[config.mk]
export PLATFORM = sky130hd
export DESIGN_NAME = rwcs_front
export DESIGN_NICKNAME = d
export VERILOG_FILES = /design/src/assert_macros.svh /design/src/rwcs_pkg.sv /design/src/rwcs_front.sv
export SDC_FILE = /design/constraint.sdc
export NUM_CORES = 2
export LEC_CHECK = 0
export ABC_AREA = 1
export CAP_MARGIN = 10
export CORE_MARGIN = 2
export CORE_UTILIZATION = 60
export CTS_CLUSTER_SIZE = 8
export DETAILED_ROUTE_END_ITERATION = 16
export DONT_BUFFER_PORTS = 1
export PLACE_DENSITY_LB_ADDON = 0.08
export REMOVE_ABC_BUFFERS = 1
export SYNTH_ARGS = -nofsm -noshare
export SYNTH_HDL_FRONTEND = slang
export SYNTH_SLANG_ARGS = --single-unit
[constraint.sdc]
create_clock -name i_clk -period 14 [get_ports i_clk]
set_input_delay 1.4 -clock i_clk [delete_from_list [all_inputs] [get_ports i_clk]]
set_output_delay 1.4 -clock i_clk [all_outputs]
set_load 0.01 [all_outputs]
[src/assert_macros.svh]
// assertion macros shared by the rtl files
`ifndef ASSERT_MACROS_SVH
`define ASSERT_MACROS_SVH

// property must hold on every rising clock edge outside reset
`define RWCS_ASSERT(lbl, clk, rst_n, prop) \
    lbl: assert property (@(posedge clk) disable iff (!rst_n) prop) \
    else $error("rwcs assertion failed");

// condition must never be true outside reset
`define RWCS_NEVER(lbl, clk, rst_n, cond) \
    lbl: assert property (@(posedge clk) disable iff (!rst_n) !(cond)) \
    else $error("rwcs forbidden condition");

`endif

[src/rwcs_pkg.sv]
// shared constants, types and helpers of the wall column setup core
`default_nettype none
package rwcs_pkg;

    localparam int FRAC_BITS = 16;
    localparam int CFG_W     = 13;
    localparam int POS_W     = 32;
    localparam int COL_W     = 12;
    localparam int DIR_W     = 19;
    localparam int HGT_W     = 24;
    localparam int STEP_W    = 28;
    localparam int TIDX_W    = 2;
    localparam int CIDX_W    = 3;

    localparam int DIV_NUM_W = CFG_W + FRAC_BITS;
    localparam int DIV_DEN_W = POS_W;
    localparam int PROD_W    = POS_W + 1 + DIR_W;
    localparam int FX_W      = PROD_W + 1;
    localparam int HX_W      = FX_W - FRAC_BITS;
    localparam int TCP_W     = FRAC_BITS + CFG_W;
    localparam int SP_W      = HGT_W + STEP_W;

    localparam logic [COL_W-1:0]  MAX_COL  = '1;
    localparam logic [HGT_W-1:0]  MAX_HGT  = '1;
    localparam logic [STEP_W-1:0] MAX_STEP = '1;
    localparam logic [POS_W-1:0]  MAX_POS  = '1;

    localparam logic [TIDX_W-1:0] TEX_NORTH = 2'd0;
    localparam logic [TIDX_W-1:0] TEX_SOUTH = 2'd1;
    localparam logic [TIDX_W-1:0] TEX_WEST  = 2'd2;
    localparam logic [TIDX_W-1:0] TEX_EAST  = 2'd3;

    typedef enum logic [CIDX_W-1:0] {
        CFG_SCREEN_H = 3'd0,
        CFG_TEX_W    = 3'd1,
        CFG_TEX_H    = 3'd2,
        CFG_PLAYER_X = 3'd3,
        CFG_PLAYER_Y = 3'd4
    } t_cfg_idx;

    typedef struct packed {
        logic [CFG_W-1:0] screen_h;
        logic [CFG_W-1:0] tex_w;
        logic [CFG_W-1:0] tex_h;
        logic [POS_W-1:0] player_x;
        logic [POS_W-1:0] player_y;
    } t_cfg;

    typedef struct packed {
        logic [COL_W-1:0]     column;
        logic                 side;
        logic [POS_W-1:0]     perp;
        logic [TIDX_W-1:0]    tidx;
        logic [FRAC_BITS-1:0] frac;
        logic [COL_W-1:0]     tcol;
        logic [POS_W-1:0]     hit_x;
        logic [POS_W-1:0]     hit_y;
        logic [HGT_W-1:0]     height;
        logic [COL_W-1:0]     top;
        logic [COL_W-1:0]     bot;
        logic [HGT_W-1:0]     off;
    } t_item;

    function automatic logic [POS_W-1:0] sat_hit(input logic signed [HX_W-1:0] v);
        logic [POS_W-1:0] r;
        if (v[HX_W-1]) begin
            r = '0;
        end else if (|v[HX_W-2:POS_W]) begin
            r = MAX_POS;
        end else begin
            r = v[POS_W-1:0];
        end
        return r;
    endfunction

endpackage
`default_nettype wire

[src/rwcs_front.sv]
// front stages: hit point, wall fraction, texture choice and texture column
`default_nettype none
module rwcs_front import rwcs_pkg::*; (
    input  wire logic                    i_clk,
    input  wire logic                    i_rst_n,
    input  wire t_cfg                    i_cfg,
    input  wire logic                    i_valid,
    output logic                         o_ready,
    input  wire logic [COL_W-1:0]        i_column,
    input  wire logic                    i_side,
    input  wire logic [POS_W-1:0]        i_perp,
    input  wire logic signed [DIR_W-1:0] i_rdx,
    input  wire logic signed [DIR_W-1:0] i_rdy,
    output logic                         o_valid,
    input  wire logic                    i_ready,
    output t_item                        o_item
);

    logic [3:0] r_v;
    logic [4:0] w_rdy;

    logic [COL_W-1:0]         r1_column;
    logic                     r1_side;
    logic [POS_W-1:0]         r1_perp;
    logic [TIDX_W-1:0]        r1_tidx;
    logic signed [PROD_W-1:0] r1_px;
    logic signed [PROD_W-1:0] r1_py;

    logic [COL_W-1:0]         r2_column;
    logic                     r2_side;
    logic [POS_W-1:0]         r2_perp;
    logic [TIDX_W-1:0]        r2_tidx;
    logic signed [FX_W-1:0]   r2_fx;
    logic signed [FX_W-1:0]   r2_fy;

    t_item r3_item;
    t_item r4_item;

    logic [TIDX_W-1:0]        n1_tidx;
    logic signed [FX_W-1:0]   n2_fx;
    logic signed [FX_W-1:0]   n2_fy;
    t_item                    n3_item;
    t_item                    n4_item;
    logic [TCP_W-1:0]         w_tcp;

    assign w_rdy[4] = i_ready;
    assign w_rdy[3] = !r_v[3] || w_rdy[4];
    assign w_rdy[2] = !r_v[2] || w_rdy[3];
    assign w_rdy[1] = !r_v[1] || w_rdy[2];
    assign w_rdy[0] = !r_v[0] || w_rdy[1];

    always_comb begin
        if (!i_side) begin
            n1_tidx = (!i_rdx[DIR_W-1] && (|i_rdx)) ? TEX_WEST : TEX_EAST;
        end else begin
            n1_tidx = (!i_rdy[DIR_W-1] && (|i_rdy)) ? TEX_SOUTH : TEX_NORTH;
        end
    end

    assign n2_fx = $signed({{(FX_W-POS_W-FRAC_BITS){1'b0}}, i_cfg.player_x, {FRAC_BITS{1'b0}}})
                 + $signed({{(FX_W-PROD_W){r1_px[PROD_W-1]}}, r1_px});
    assign n2_fy = $signed({{(FX_W-POS_W-FRAC_BITS){1'b0}}, i_cfg.player_y, {FRAC_BITS{1'b0}}})
                 + $signed({{(FX_W-PROD_W){r1_py[PROD_W-1]}}, r1_py});

    always_comb begin
        n3_item        = '0;
        n3_item.column = r2_column;
        n3_item.side   = r2_side;
        n3_item.perp   = r2_perp;
        n3_item.tidx   = r2_tidx;
        n3_item.frac   = r2_side ? r2_fx[2*FRAC_BITS-1:FRAC_BITS]
                                 : r2_fy[2*FRAC_BITS-1:FRAC_BITS];
        n3_item.hit_x  = sat_hit(r2_fx[FX_W-1:FRAC_BITS]);
        n3_item.hit_y  = sat_hit(r2_fy[FX_W-1:FRAC_BITS]);
    end

    assign w_tcp = TCP_W'(r3_item.frac) * TCP_W'(i_cfg.tex_w);

    always_comb begin
        n4_item      = r3_item;
        n4_item.tcol = (|w_tcp[TCP_W-1:FRAC_BITS+COL_W]) ? MAX_COL
                                                          : w_tcp[FRAC_BITS+COL_W-1:FRAC_BITS];
    end

    always_ff @(posedge i_clk) begin
        if (!i_rst_n) begin
            r_v <= '0;
        end else begin
            if (w_rdy[0]) r_v[0] <= i_valid;
            if (w_rdy[1]) r_v[1] <= r_v[0];
            if (w_rdy[2]) r_v[2] <= r_v[1];
            if (w_rdy[3]) r_v[3] <= r_v[2];
        end
        if (w_rdy[0]) begin
            r1_column <= i_column;
            r1_side   <= i_side;
            r1_perp   <= i_perp;
            r1_tidx   <= n1_tidx;
            r1_px     <= $signed({1'b0, i_perp}) * i_rdx;
            r1_py     <= $signed({1'b0, i_perp}) * i_rdy;
        end
        if (w_rdy[1]) begin
            r2_column <= r1_column;
            r2_side   <= r1_side;
            r2_perp   <= r1_perp;
            r2_tidx   <= r1_tidx;
            r2_fx     <= n2_fx;
            r2_fy     <= n2_fy;
        end
        if (w_rdy[2]) r3_item <= n3_item;
        if (w_rdy[3]) r4_item <= n4_item;
    end

    assign o_ready = w_rdy[0];
    assign o_valid = r_v[3];
    assign o_item  = r4_item;

endmodule
`default_nettype wire

==> qor.yml <==
floorplanning:
  die_area_mm2: 0.119
  die_w_um: 345
  initial_core_util: 0.602
  top_level_ports: 403
  die_y_um: 345
  rows: 125
  core_region_area_mm2: 0.116
grt:
  grt.total_usage: 0.331
  grt_start_max_net_pins: 106
  antenna_found_initial: 9
  grt_pass1_vias: 53200
  grt_pass1_wl_um: 299000
  grt_overflow_total: 0
clocking:
  cts_setup_buffers: 0
  cts_hold_buffers: 0
  path_clk_slew_ns: 0.06
  cts_root_buffer: "clkbuf_16"
  clock_sinks: 510
  h-tree-depth: 3
  clk_path_buf_depth: 3
  post_cts_resized: 0
  cts_buffers: 76
  insertion_delay_ns: 0.67
  cts_tree: "yes"
yosys:
  seq_area_frac_synth: 0.219
  syn_inst: 8143
  synth.ff_latch_count: 510
  synth_edf_count: 506
  synth.avg_cell_area_um2: 8.55
  post_synth_num_cell_types: 41
  async_reset_ff_frac: 0
  synth_flop_cell: "edfxtp_1"
  synth_warnings: 0
  syn-cell-area_mm2: 0.0697
run:
  drv_cap: 0
sta:
  setup_viol: 0
  rsz0062_at_grt: "no"
  worstMarginPinSlew_ns: 1.15
  hold_violations: 0
  slew_violations: 0
  fin_worst_skew_ns: 0.0407
  slew_headroom: 0.230
  fmax_mhz: 135
  tns_ns: 0
  min_period_ns: 7.40
  finalCritPeriodShare: 0.528
setup_path:
  arrival_ns: 7.77
  startpoint: "i_rdy[18]"
  critPathSlowestCell: "clkinv_1"
  r2r_end: "o_item[144]"
  crit_fanout: 27
  rrSetupSlack_ns: 8.36
  cp.required_ns: 14.37
  r2r_cells: 18
  cp-start-kind: "input port"
  cp_common_cell: "fa_1"
  reg2reg_from: "n4_item[163]"
  crit_path_max_incr_delay_ns: 0.76
  criticalPathCategory: "in -> reg"
  end_kind: "flop"
  crit_chain: "clkinv_1, or2_2, fa_1, fa_1, fa_1, inv_1, fa_1, fa_1, fa_1, ha_1, ha_1, a21oi_1, o21ai_0, a21oi_1, a21boi_0, nand3_1, xor2_1"
  endpoint: "r1_py[40]"
detailed_routing:
  num_vias: 51200
  routed_wl_um: 191000
  drtIter0Drc: 3825
  vias_per_cell: 5.41
  drt-pass1-iter-count: 6
  drcViolationCount: 0
  antenna_left: 0
  wire_per_inst_um: 20.2
place:
  dp_hpwl_um: 145000
  gp_congestion: 0.975
  port_buffers: 0
hold_path:
  min_path_type: "reg -> reg"
  worstHoldStart: "r1_perp[19]"
cells_and_area:
  area_delta_synth_final_pct: 3.85
  drive_above_1_share: 0.0174
  finish.utilization: 0.625
  layout.nets: 9754
run_status:
  status: "finished clean"
through the flow:
stage	worst slack, ns	cells	instance area [um^2]	hold slack, ns
2_1_floorplan	2.84	7810	68100	0.400
3_3_place_gp	6.02	9339	70100	0.400
3_5_place_dp	6.00	9339	70100	0.405
4_1_cts	6.66	9443	72300	0.386
5_1_grt	6.32	9449	72300	0.403
6_report	6.60	9450	72300	0.392
cells by family (layout without fill, tap and decap cells):
group                    Yosys count  count (layout)  synth area share
XOR/XNOR                         112             112            0.0141
buffers and inverters           2628            2333             0.146
AND/OR/NAND/NOR                 2660            2660             0.149
multiplexers                      16              16           0.00259
other                              1              79         0.0000538
adder cells (fa/ha/maj)         1671            1671             0.426
AO/OA/AOI/OAI                    545             545            0.0425
flip-flops                       510             510             0.219
Yosys cell counts, drive strengths merged, types with 10 or more instances:
cell | number | area [um^2]
a21boi | 20 | 150
xnor2 | 33 | 289
ha | 500 | 6260
fa | 1171 | 23400
o21bai | 23 | 173
xor2 | 79 | 692
nor2 | 400 | 1510
a21oi | 239 | 1200
nand4 | 28 | 175
inv | 2223 | 8340
nor4 | 16 | 100
nor3 | 40 | 200
clkbuf | 266 | 998
nand3 | 126 | 631
buf | 138 | 813
mux2 | 16 | 180
a21o | 23 | 173
nand2 | 2025 | 7620
o21ai | 219 | 1130
edfxtp | 506 | 15200
a31oi | 10 | 62.6
registers in the layout, summed over array words and instances, names as in the netlist:
name,flops
o_item,139
r2_fy,37
r1_column,12
r1_px,36
r2_tidx,2
r2_column,12
r1_py,36
r2_fx,37
r2_perp,32
r1_perp,32
r1_tidx,2
r1_side,1
n4_item,127
r_v,4
r2_side,1
critical path, delay by kind of cell:
kind | cells | cell delay, ns
adder cells (fa/ha/maj) | 8 | 3.47
AO/OA/AOI/OAI | 4 | 1.02
buffers and inverters | 2 | 0.82
AND/OR/NAND/NOR | 2 | 0.84
XOR/XNOR | 1 | 0.20
cell type report:
| class | instances | area, um^2 |
|---|---|---|
| Multi-Input combinational cell | 5076 | 44500 |
| Fill cell | 10200 | 43400 |
| Sequential cell | 510 | 15300 |
| Inverter | 2224 | 8360 |
| Clock buffer | 90 | 1950 |
| Tap cell | 1524 | 1910 |
| Clock inverter | 14 | 279 |
| Timing Repair Buffer | 5 | 50.0 |
| Antenna cell | 7 | 17.5 |
layout by cell type, fill, tap and decap left out, drive strengths merged, types with 6 or more instances in the layout:
cell    netlist  routed
a21boi       20      20
a21o         23      23
a21oi       239     239
a31oi        10      10
clkbuf      266      90
clkinv        1       8
conb          1      72
diode         0       7
edfxtp      506     506
fa         1171    1171
ha          500     500
inv        2223    2226
mux2         16      16
nand2      2025    2025
nand3       126     126
nand3b        7       7
nand4        28      28
nor2        400     400
nor3         40      40
nor4         16      16
o21ai       219     219
o21bai       23      23
or2           6       6
xnor2        33      33
xor2         79      79
per-layer routing:
layer | vias to the layer above | track usage | share of wire | wire length, um
met5 | - | 0 | 0.000068 | 13
met4 | 2 | 0.110 | 0.035 | 6610
met3 | 373 | 0.0555 | 0.085 | 16200
met2 | 2132 | 0.538 | 0.47 | 89100
met1 | 25400 | 0.456 | 0.41 | 78700
li1 | 23200 | - | - | -
worst min path at each step:
stage / endpoint / slack (ns) / depth (start not counted)
after floorplan: n4_item[164] / 0.40 / 0
after global placement: n4_item[209] / 0.40 / 0
after detailed placement: n4_item[165] / 0.40 / 0
after CTS: r2_perp[11] / 0.39 / 0
after global routing: r2_perp[19] / 0.40 / 0
final: r2_perp[19] / 0.39 / 0
Power is left out: the tool's default activity adds up to more than one toggle a clock period on the data nets, which glitch-free logic cannot reach.
